**config.mk**
```make
export PLATFORM = sky130hd
export DESIGN_NAME = two_wire_handshake_byte_link_core
export DESIGN_NICKNAME = d
export VERILOG_FILES = /design/src/hdl/twhbl_pkg.sv /design/src/hdl/two_wire_handshake_byte_link_core.sv /design/src/hdl/twhbl_apb_regs.sv /design/src/hdl/twhbl_engine.sv /design/src/hdl/twhbl_out_buf.sv
export SDC_FILE = /design/constraint.sdc
export NUM_CORES = 1
export LEC_CHECK = 0
export BUFFER_PORTS_ARGS = -buffer_cell sky130_fd_sc_hd__clkbuf_2
export CORE_ASPECT_RATIO = 1.4
export CORE_UTILIZATION = 56
export DETAILED_ROUTE_END_ITERATION = 12
export PLACE_DENSITY = 0.84
export RECOVER_POWER = 100
export SLEW_MARGIN = 20
export SYNTH_ARGS = -nofsm -noshare
export SYNTH_HDL_FRONTEND = slang
export SYNTH_SLANG_ARGS = --single-unit
```
**constraint.sdc**
```tcl
create_clock -name clk_i -period 6.2 [get_ports clk_i]
set_input_delay 1.55 -clock clk_i [delete_from_list [all_inputs] [get_ports clk_i]]
set_output_delay 1.55 -clock clk_i [all_outputs]
set_load 0.1 [all_outputs]
```
**src/hdl/twhbl_pkg.sv**
```systemverilog
// Package: shared types and codes for the two-wire handshake byte link.
`timescale 1ns / 1ps
`default_nettype none

package twhbl_pkg;

  localparam int unsigned BitsPerByte = 8;
  localparam int unsigned IdxW        = $clog2(BitsPerByte);
  localparam int unsigned TimeoutW    = 24;
  localparam int unsigned ByteW       = 8;

  localparam logic [TimeoutW-1:0] EdgeTimeoutReset = 24'd65535;

  // Command codes
  localparam logic [1:0] CMD_TICK = 2'd0;
  localparam logic [1:0] CMD_SEND = 2'd1;
  localparam logic [1:0] CMD_RECV = 2'd2;

  // Status codes
  localparam logic [1:0] ST_OK      = 2'd0;
  localparam logic [1:0] ST_TIMEOUT = 2'd1;
  localparam logic [1:0] ST_INVALID = 2'd2;

  // Register word index
  localparam logic REG_EDGE_TIMEOUT = 1'b0;

  typedef enum logic [2:0] {
    PH_IDLE     = 3'd0,
    PH_TX_FREE1 = 3'd1,
    PH_TX_ACK   = 3'd2,
    PH_TX_FREE2 = 3'd3,
    PH_RX_START = 3'd4,
    PH_RX_REL   = 3'd5,
    PH_RX_FREE  = 3'd6
  } phase_e;

  typedef struct packed {
    logic [1:0]          command;
    logic [ByteW-1:0]    send_value;
    logic [TimeoutW-1:0] first_bit_timeout;
    logic                tip_is_low;
    logic                ring_is_low;
  } in_item_t;

  typedef struct packed {
    logic             pull_tip;
    logic             pull_ring;
    logic             busy_res;
    logic             done_res;
    logic [1:0]       status;
    logic [ByteW-1:0] received_value;
  } out_item_t;

endpackage

`default_nettype wire

```
**src/hdl/two_wire_handshake_byte_link_core.sv**
```systemverilog
// Top level of the two-wire handshake byte link engine.
//
// Usage:
//   The input channel (in_valid_i / in_ready_o / in_item_i) carries one item
//   per timebase tick: the sampled tip and ring levels plus, when the engine
//   is idle, a send or receive command. Each accepted item yields exactly one
//   result item on the output channel (out_valid_o / out_ready_i /
//   out_item_o): the line drive levels, busy, a done pulse with status, and
//   the received byte on a successful receive.
//   The engine steps on the accept edge and its result is registered in the
//   result buffer, from which it is offered. Throughput: one item per cycle
//   while the buffer has room, set by the single engine step before the buffer.
//   A receiver stall is absorbed by a two-entry result buffer; in_ready_o
//   drops only when both entries are full, and results are never dropped.
//   The APB port holds edge_timeout at byte address 0; writes take effect on
//   the next accepted item and should be done while the link is idle.
//   Reset: engine idle, both lines released, result buffer empty,
//   edge_timeout back to 65535. No clearing pass is needed.
`timescale 1ns / 1ps
`default_nettype none

module two_wire_handshake_byte_link_core import twhbl_pkg::*; (
  input  wire logic        clk_i,
  input  wire logic        rst_ni,
  // item input
  input  wire logic        in_valid_i,
  output logic             in_ready_o,
  input  wire in_item_t    in_item_i,
  // result output
  output logic             out_valid_o,
  input  wire logic        out_ready_i,
  output out_item_t        out_item_o,
  // configuration
  input  wire logic        psel,
  input  wire logic        penable,
  input  wire logic        pwrite,
  input  wire logic [2:0]  paddr,
  input  wire logic [31:0] pwdata,
  output logic      [31:0] prdata,
  output logic             pready
);

  logic [TimeoutW-1:0] edge_timeout;
  logic                step;
  logic                buf_space;
  out_item_t           step_res;

  // Accept whenever the result buffer has room for this item's result
  assign in_ready_o = buf_space;
  assign step       = in_valid_i && buf_space;

  twhbl_apb_regs u_regs (
    .clk_i          (clk_i),
    .rst_ni         (rst_ni),
    .psel           (psel),
    .penable        (penable),
    .pwrite         (pwrite),
    .paddr          (paddr),
    .pwdata         (pwdata),
    .prdata         (prdata),
    .pready         (pready),
    .edge_timeout_o (edge_timeout)
  );

  twhbl_engine u_engine (
    .clk_i          (clk_i),
    .rst_ni         (rst_ni),
    .step_i         (step),
    .item_i         (in_item_i),
    .edge_timeout_i (edge_timeout),
    .res_o          (step_res)
  );

  twhbl_out_buf u_out_buf (
    .clk_i   (clk_i),
    .rst_ni  (rst_ni),
    .push_i  (step),
    .item_i  (step_res),
    .space_o (buf_space),
    .valid_o (out_valid_o),
    .ready_i (out_ready_i),
    .item_o  (out_item_o)
  );

endmodule

`default_nettype wire

```
**src/hdl/twhbl_apb_regs.sv**
```systemverilog
// APB register block holding the edge timeout.
`timescale 1ns / 1ps
`default_nettype none

module twhbl_apb_regs import twhbl_pkg::*; (
  input  wire logic                clk_i,
  input  wire logic                rst_ni,
  input  wire logic                psel,
  input  wire logic                penable,
  input  wire logic                pwrite,
  input  wire logic [2:0]          paddr,
  input  wire logic [31:0]         pwdata,
  output logic      [31:0]         prdata,
  output logic                     pready,
  output logic      [TimeoutW-1:0] edge_timeout_o
);

  logic [TimeoutW-1:0] edge_timeout_q;
  logic                wr_en;

  assign pready = 1'b1;
  assign wr_en  = psel && penable && pwrite && (paddr[2] == REG_EDGE_TIMEOUT);

  always_ff @(posedge clk_i or negedge rst_ni) begin
    if (!rst_ni) begin
      edge_timeout_q <= EdgeTimeoutReset;
    end else if (wr_en) begin
      edge_timeout_q <= pwdata[TimeoutW-1:0];
    end
  end

  always_comb begin
    prdata = 32'd0;
    if (paddr[2] == REG_EDGE_TIMEOUT) begin
      prdata = {{(32-TimeoutW){1'b0}}, edge_timeout_q};
    end
  end

  // paddr[1:0] are byte lanes within the word and are not decoded
  assign edge_timeout_o = edge_timeout_q;

endmodule

`default_nettype wire

```
**src/hdl/twhbl_engine.sv**
```systemverilog
// Link engine: state machine that advances one step per accepted item.
`timescale 1ns / 1ps
`default_nettype none

module twhbl_engine import twhbl_pkg::*; (
  input  wire logic                clk_i,
  input  wire logic                rst_ni,
  input  wire logic                step_i,
  input  wire in_item_t            item_i,
  input  wire logic [TimeoutW-1:0] edge_timeout_i,
  output out_item_t                res_o
);

  phase_e              phase_q, phase_d;
  logic                is_rx_q, is_rx_d;
  logic [ByteW-1:0]    shift_q, shift_d;
  logic [IdxW:0]       idx_q, idx_d;
  logic                cur_q, cur_d;
  logic [TimeoutW-1:0] wait_q, wait_d;
  logic [TimeoutW-1:0] start_lim_q, start_lim_d;
  logic                tip_q, tip_d;
  logic                ring_q, ring_d;

  logic [TimeoutW-1:0] wait_inc;
  logic [TimeoutW-1:0] rx_limit;
  logic                lines_free;
  logic                done;
  logic [1:0]          status;
  logic [ByteW-1:0]    rx_value;

  assign wait_inc   = wait_q + TimeoutW'(1);
  assign rx_limit   = (idx_q == '0) ? start_lim_q : edge_timeout_i;
  assign lines_free = !item_i.tip_is_low && !item_i.ring_is_low;

  always_ff @(posedge clk_i or negedge rst_ni) begin
    if (!rst_ni) begin
      phase_q     <= PH_IDLE;
      is_rx_q     <= 1'b0;
      shift_q     <= '0;
      idx_q       <= '0;
      cur_q       <= 1'b0;
      wait_q      <= '0;
      start_lim_q <= '0;
      tip_q       <= 1'b0;
      ring_q      <= 1'b0;
    end else if (step_i) begin
      phase_q     <= phase_d;
      is_rx_q     <= is_rx_d;
      shift_q     <= shift_d;
      idx_q       <= idx_d;
      cur_q       <= cur_d;
      wait_q      <= wait_d;
      start_lim_q <= start_lim_d;
      tip_q       <= tip_d;
      ring_q      <= ring_d;
    end
  end

  always_comb begin
    phase_d     = phase_q;
    is_rx_d     = is_rx_q;
    shift_d     = shift_q;
    idx_d       = idx_q;
    cur_d       = cur_q;
    wait_d      = wait_q;
    start_lim_d = start_lim_q;
    tip_d       = tip_q;
    ring_d      = ring_q;
    done        = 1'b0;
    status      = ST_OK;
    rx_value    = '0;

    unique case (phase_q)
      PH_IDLE: begin
        if (item_i.command == CMD_SEND || item_i.command == CMD_RECV) begin
          is_rx_d     = (item_i.command == CMD_RECV);
          shift_d     = is_rx_d ? '0 : item_i.send_value;
          start_lim_d = item_i.first_bit_timeout;
          idx_d       = '0;
          cur_d       = 1'b0;
          wait_d      = '0;
          phase_d     = is_rx_d ? PH_RX_START : PH_TX_FREE1;
        end
      end
      PH_TX_FREE1: begin
        if (lines_free) begin
          cur_d = shift_q[idx_q[IdxW-1:0]];
          if (!cur_d) begin
            tip_d = 1'b1;
          end else begin
            ring_d = 1'b1;
          end
          wait_d  = '0;
          phase_d = PH_TX_ACK;
        end else begin
          wait_d = wait_inc;
          if (wait_inc >= edge_timeout_i) begin
            tip_d = 1'b0; ring_d = 1'b0; phase_d = PH_IDLE; wait_d = '0;
            done = 1'b1; status = ST_TIMEOUT;
          end
        end
      end
      PH_TX_ACK: begin
        if (!cur_q ? item_i.ring_is_low : item_i.tip_is_low) begin
          if (!cur_q) begin
            tip_d = 1'b0;
          end else begin
            ring_d = 1'b0;
          end
          wait_d  = '0;
          phase_d = PH_TX_FREE2;
        end else begin
          wait_d = wait_inc;
          if (wait_inc >= edge_timeout_i) begin
            tip_d = 1'b0; ring_d = 1'b0; phase_d = PH_IDLE; wait_d = '0;
            done = 1'b1; status = ST_TIMEOUT;
          end
        end
      end
      PH_TX_FREE2, PH_RX_FREE: begin
        if (lines_free) begin
          if (phase_q == PH_RX_FREE) begin
            shift_d = shift_q | (ByteW'(cur_q) << idx_q[IdxW-1:0]);
          end
          idx_d  = idx_q + (IdxW+1)'(1);
          wait_d = '0;
          if (idx_d >= (IdxW+1)'(BitsPerByte)) begin
            phase_d = PH_IDLE;
            done    = 1'b1;
            status  = ST_OK;
            if (is_rx_q) begin
              rx_value = shift_d;
            end
          end else if (is_rx_q) begin
            phase_d = PH_RX_START;
          end else begin
            phase_d = PH_TX_FREE1;
          end
        end else begin
          wait_d = wait_inc;
          if (wait_inc >= edge_timeout_i) begin
            tip_d = 1'b0; ring_d = 1'b0; phase_d = PH_IDLE; wait_d = '0;
            done = 1'b1; status = ST_TIMEOUT;
          end
        end
      end
      PH_RX_START: begin
        if (lines_free) begin
          wait_d = wait_inc;
          if (wait_inc >= rx_limit) begin
            tip_d = 1'b0; ring_d = 1'b0; phase_d = PH_IDLE; wait_d = '0;
            done = 1'b1; status = ST_TIMEOUT;
          end
        end else if (item_i.tip_is_low && item_i.ring_is_low) begin
          // both lines low at bit start: not a legal edge
          tip_d = 1'b0; ring_d = 1'b0; phase_d = PH_IDLE; wait_d = '0;
          done = 1'b1; status = ST_INVALID;
        end else begin
          cur_d = !item_i.tip_is_low;
          if (!cur_d) begin
            ring_d = 1'b1;
          end else begin
            tip_d = 1'b1;
          end
          wait_d  = '0;
          phase_d = PH_RX_REL;
        end
      end
      PH_RX_REL: begin
        if (!cur_q ? !item_i.tip_is_low : !item_i.ring_is_low) begin
          if (!cur_q) begin
            ring_d = 1'b0;
          end else begin
            tip_d = 1'b0;
          end
          wait_d  = '0;
          phase_d = PH_RX_FREE;
        end else begin
          wait_d = wait_inc;
          if (wait_inc >= edge_timeout_i) begin
            tip_d = 1'b0; ring_d = 1'b0; phase_d = PH_IDLE; wait_d = '0;
            done = 1'b1; status = ST_TIMEOUT;
          end
        end
      end
      default: begin
        tip_d   = 1'b0;
        ring_d  = 1'b0;
        phase_d = PH_IDLE;
      end
    endcase
  end

  always_comb begin
    res_o.pull_tip       = tip_d;
    res_o.pull_ring      = ring_d;
    res_o.busy_res       = (phase_d != PH_IDLE);
    res_o.done_res       = done;
    res_o.status         = status;
    res_o.received_value = rx_value;
  end

`ifndef SYNTHESIS
  a_one_line_driven: assert property (@(posedge clk_i) disable iff (!rst_ni)
    !(tip_q && ring_q))
    else $error("engine drives both lines");

  a_idle_released: assert property (@(posedge clk_i) disable iff (!rst_ni)
    (phase_q == PH_IDLE) |-> (!tip_q && !ring_q))
    else $error("line driven while idle");

  a_done_to_idle: assert property (@(posedge clk_i) disable iff (!rst_ni)
    (step_i && done) |=> (phase_q == PH_IDLE && wait_q == '0))
    else $error("transfer ended but engine not idle");

  a_idx_range: assert property (@(posedge clk_i) disable iff (!rst_ni)
    (phase_q != PH_IDLE) |-> (idx_q < (IdxW+1)'(BitsPerByte)))
    else $error("bit index past end of byte while busy");
`endif

endmodule

`default_nettype wire

```
**src/hdl/twhbl_out_buf.sv**
```systemverilog
// Two-entry result buffer that decouples the engine from a stalled receiver.
`timescale 1ns / 1ps
`default_nettype none

module twhbl_out_buf import twhbl_pkg::*; (
  input  wire logic      clk_i,
  input  wire logic      rst_ni,
  input  wire logic      push_i,
  input  wire out_item_t item_i,
  output logic           space_o,
  output logic           valid_o,
  input  wire logic      ready_i,
  output out_item_t      item_o
);

  out_item_t   head_q, tail_q;
  logic [1:0]  cnt_q, cnt_d;
  logic        pop;

  assign space_o = (cnt_q != 2'd2);
  assign valid_o = (cnt_q != 2'd0);
  assign pop     = valid_o && ready_i;
  assign item_o  = head_q;

  always_comb begin
    cnt_d = cnt_q;
    unique case ({push_i, pop})
      2'b10:   cnt_d = cnt_q + 2'd1;
      2'b01:   cnt_d = cnt_q - 2'd1;
      default: cnt_d = cnt_q;
    endcase
  end

  always_ff @(posedge clk_i or negedge rst_ni) begin
    if (!rst_ni) begin
      cnt_q <= 2'd0;
    end else begin
      cnt_q <= cnt_d;
    end
  end

  // payload: no reset needed
  always_ff @(posedge clk_i) begin
    if (cnt_q == 2'd2) begin
      if (pop) begin
        head_q <= tail_q;
      end
    end else if (cnt_q == 2'd1) begin
      if (push_i && pop) begin
        head_q <= item_i;
      end else if (push_i) begin
        tail_q <= item_i;
      end
    end else if (push_i) begin
      head_q <= item_i;
    end
  end

`ifndef SYNTHESIS
  a_cnt_range: assert property (@(posedge clk_i) disable iff (!rst_ni)
    cnt_q != 2'd3)
    else $error("result buffer count out of range");

  a_no_overflow: assert property (@(posedge clk_i) disable iff (!rst_ni)
    (cnt_q == 2'd2) |-> !push_i)
    else $error("push into full result buffer");

  a_hold_when_stalled: assert property (@(posedge clk_i) disable iff (!rst_ni)
    (valid_o && !ready_i) |=> (valid_o && $stable(head_q)))
    else $error("head item changed while stalled");
`endif

endmodule

`default_nettype wire
```
==> impl_metrics.json <==
{
  "power_density_mw_per_mm2": 470,
  "drc": 0,
  "hold_ws_ns": 0.496,
  "pin_count": 127,
  "wl_per_cell_microns": 15.7,
  "timing.reg2reg.setup_slack_ns": 1.09,
  "drv_slew": 122,
  "ys_seq_elements": 121,
  "h-tree-depth": 4,
  "r2r_end": "u_engine.wait_q[2]$_DFFE_PN0P_",
  "avgSynthCellArea_sq_um": 9.62,
  "crit_slowest_cell": "a32o_1",
  "worstPathRequired_ns": 6.49,
  "async_flop_share": 0.769,
  "cp.arrival_ns": 5.40,
  "cts_tree": "done",
  "crit_path_end": "u_engine.wait_q[2]$_DFFE_PN0P_",
  "cts_sinks": 121,
  "routed_wl_mm": 17.0,
  "final_nets": 1022,
  "grt_overflow_total": 0,
  "rsz0062_at_grt": "false",
  "synth.distinct_cells": 78,
  "area_growth_pct": 13.2,
  "syn_inst": 801,
  "max_slew_margin": -0.326,
  "status": "complete, but fails checks",
  "numCtsBuffers": 17,
  "clockPowerShare": 0.241,
  "clk_pin_slew_ns": 0.06,
  "grt_pass1_vias": 6063,
  "intPower_w": 0.00225,
  "clock_latency_ns": 0.41,
  "drt_pass1_iterations": 5,
  "synthesis.area_sq_mm": 0.00771,
  "cts_setup_buffers": 0,
  "cts_hold_buffers": 0,
  "ir_drop_uv": 221,
  "grt_pass1_wl_mm": 28.5,
  "grt_max_degree": 68,
  "reg2regPathDepth": 15,
  "path_cells": "ha_1 -> and3_1 -> nand3_1 -> nor3_1 -> nand4_1 -> xnor2_1 -> ha_1 -> nand4_1 -> nor3_1 -> o311ai_0 -> a31oi_1 -> nor2_1 -> a32o_1 -> a31oi_1 -> mux2i_1",
  "yosysSeqAreaShare": 0.414,
  "die_w_microns": 101,
  "io_buffers": 107,
  "vias": 6284,
  "pwr-share-seq": 0.312,
  "fin_tns_setup_ns": 0,
  "grtUsageTotal": 0.255,
  "drive_gt1_frac": 0.193,
  "fin_crit_sh": 0.825,
  "cts_buffer_depth": 2,
  "routabilityCongestion": 0.911,
  "initial_core_util": 0.576,
  "finalClockSkew_ns": 0.00417,
  "rows": 50,
  "min_period_ns": 5.11,
  "drtAntennaViolNets": 0,
  "switching_share": 0.452,
  "p_leak_nw": 3.89,
  "worstSetupStartpoint": "u_engine.wait_q[0]$_DFFE_PN0P_",
  "dr.first_iter.drc_count": 253,
  "crit_type": "flip-flop to flip-flop",
  "cp_slowest_stage_delay_ns": 0.59,
  "failed_checks": "capacitance limit, slew limit",
  "synth_edf_count": 28,
  "drv_cap": 4,
  "hp-class": "flip-flop to flip-flop",
  "antenna_found_initial": 0,
  "p_switching_w": 0.00185,
  "clockRootBuffer": "clkbuf_16",
  "final_hold_viol_count": 0,
  "cts-resized-gates": 0,
  "crit_fanout": 25,
  "setup_viol": 0,
  "synth_flop_cell": "dfrtp_1",
  "core_area_sq_mm": 0.0134,
  "r2r_start": "u_engine.wait_q[0]$_DFFE_PN0P_",
  "n_antenna_cell": 0,
  "worstMarginPinSlew_ns": 1.98,
  "post-dp-hpwl_mm": 11.9,
  "fmax_mhz": 196,
  "die_h_microns": 141,
  "crit_path_end_kind": "flip-flop",
  "worstSetupStartpointType": "flip-flop",
  "combPwrFrac": 0.447,
  "avgViaCountPerCell": 5.81,
  "dieArea_sq_mm": 0.0142,
  "ys_warn_count": 0
}
area by class of cell:
class / count / area [sq um]
timing repair buffer: 110 / 498
multi-input combinational: 600 / 4090
fill: 1120 / 4660
inverter: 37 / 140
clock inverter: 13 / 154
clock buffer: 19 / 433
tap: 182 / 228
sequential: 121 / 3190
logic make-up (layout without fill, tap and decap cells):
kind of cell / after synthesis / in the layout / share of synthesized area
buffers and inverters: 87 / 179 / 0.0545
muxes: 60 / 60 / 0.0914
and+or+nand+nor: 265 / 265 / 0.160
xor gates and xnor gates: 26 / 26 / 0.0295
AOI/OAI and AO/OA: 183 / 183 / 0.157
other: 2 / 9 / 0.000974
DFF: 121 / 121 / 0.414
adders and majority gates: 57 / 57 / 0.0925
critical path: cells and delay by family, from the launching register on:
| family | cells | cell delay [ns] |
|---|---|---|
| AOI/OAI and AO/OA | 4 | 1.72 |
| xor gates and xnor gates | 1 | 0.20 |
| adders and majority gates | 2 | 0.59 |
| DFF | 1 | 0.45 |
| muxes | 1 | 0.11 |
| and+or+nand+nor | 7 | 1.91 |
per-stage QoR:
step	total power, W	cells	cell area, sq um	setup slack [ns]	util
3_5_place_dp	0.00314	1050	8260	1.50	0.617
3_3_place_gp	0.00308	1050	8250	1.58	0.616
4_1_cts	0.00414	1082	8840	1.46	0.660
6_report	0.00410	1082	8730	1.09	0.652
2_1_floorplan	0.00282	808	7730	1.49	-
5_1_grt	0.00435	1082	8730	0.841	0.652
worst min path at each step:
stage / start / endpoint / slack, ns / cells after the start
floorplan: u_engine.shift_q[3]$_DFFE_PN0P_ / u_engine.shift_q[3]$_DFFE_PN0P_ / 0.46 / 2
global placement: u_engine.shift_q[3]$_DFFE_PN0P_ / u_engine.shift_q[3]$_DFFE_PN0P_ / 0.48 / 2
detailed placement: u_engine.start_lim_q[17]$_DFFE_PN0P_ / u_engine.start_lim_q[17]$_DFFE_PN0P_ / 0.49 / 1
CTS: u_out_buf.cnt_q[0]$_DFFE_PN0P_ / u_out_buf.cnt_q[0]$_DFFE_PN0P_ / 0.50 / 1
global route: u_out_buf.cnt_q[0]$_DFFE_PN0P_ / u_out_buf.cnt_q[0]$_DFFE_PN0P_ / 0.51 / 1
finish: u_out_buf.cnt_q[0]$_DFFE_PN0P_ / u_out_buf.cnt_q[0]$_DFFE_PN0P_ / 0.50 / 1
per-layer routing:
layer  part of all wire  global-route usage  vias up
met2               0.53               0.435      210
met4              0.034               0.124        0
met5                  0                   0        -
li1                   -                   -     3046
met3              0.045              0.0555       46
met1               0.39               0.301     2982
placed cells by master, fill, tap and decap left out, types with 4 or more instances in the layout:
master | netlist | final
nor2_1 | 90 | 91
nand2_1 | 82 | 82
dfrtp_1 | 77 | 77
clkbuf_2 | 0 | 65
ha_1 | 57 | 57
a21oi_1 | 54 | 55
mux2_2 | 53 | 53
clkbuf_1 | 27 | 46
o21ai_0 | 39 | 43
inv_1 | 33 | 35
edfxtp_1 | 28 | 28
nand3_1 | 22 | 22
a31oi_1 | 18 | 19
xnor2_1 | 18 | 18
a32o_1 | 17 | 18
clkbuf_16 | 0 | 17
nor3_1 | 14 | 16
dfstp_2 | 16 | 16
and3_1 | 15 | 15
conb_1 | 2 | 9
xor2_1 | 8 | 8
nand4_1 | 8 | 8
o31ai_1 | 8 | 8
nor2b_1 | 7 | 7
o22ai_1 | 4 | 4
mux2i_1 | 4 | 4
clkinv_1 | 1 | 4
clkinvlp_4 | 0 | 4
state kept, by name, indices dropped and copies added (netlist names):
| register | flops |
|---|---|
| u_out_buf.item_o | 14 |
| u_engine.start_lim_q | 24 |
| u_engine.idx_q | 4 |
| u_engine.is_rx_q | 1 |
| u_engine.cur_q | 1 |
| u_out_buf.cnt_q | 2 |
| u_engine.shift_q | 8 |
| u_engine.tip_q | 1 |
| u_engine.ring_q | 1 |
| u_engine.phase_q | 3 |
| u_out_buf.tail_q | 14 |
| u_regs.edge_timeout_o | 24 |
| u_engine.wait_q | 24 |
power groups by stage:
stage / Sequential [W] / Clock, W / Combinational (W)
after floorplan: 0.00151 / 0 / 0.00131
after global placement: 0.00128 / 0 / 0.00181
after detailed placement: 0.00129 / 0 / 0.00185
after CTS: 0.00127 / 0.000997 / 0.00187
after global routing: 0.00131 / 0.00104 / 0.00200
final: 0.00128 / 0.000986 / 0.00183
cell usage after synthesis, drive strengths merged, types with 3 or more instances:
library cell | n | area share
edfxtp | 28 | 0.11
inv | 36 | 0.018
a211oi | 3 | 0.0029
nor2 | 91 | 0.045
buf | 21 | 0.021
o211ai | 3 | 0.0029
nand3 | 22 | 0.014
a21o | 3 | 0.0029
xor2 | 8 | 0.0091
mux2 | 54 | 0.079
mux2i | 4 | 0.0052
dfstp | 16 | 0.055
ha | 57 | 0.093
and2 | 3 | 0.0024
clkbuf | 29 | 0.015
and4 | 3 | 0.0037
or3 | 3 | 0.0031
xnor2 | 18 | 0.020
nand2 | 82 | 0.040
a32o | 18 | 0.024
dfrtp | 77 | 0.25
o31ai | 8 | 0.0078
o22ai | 4 | 0.0032
a31oi | 19 | 0.016
nand4 | 8 | 0.0065
o21ai | 47 | 0.033
nor2b | 7 | 0.0057
a21oi | 56 | 0.037
nor3 | 16 | 0.013
and3 | 15 | 0.012
nor3b | 4 | 0.0039
No activity file was read; power rests on OpenSTA's default activity.
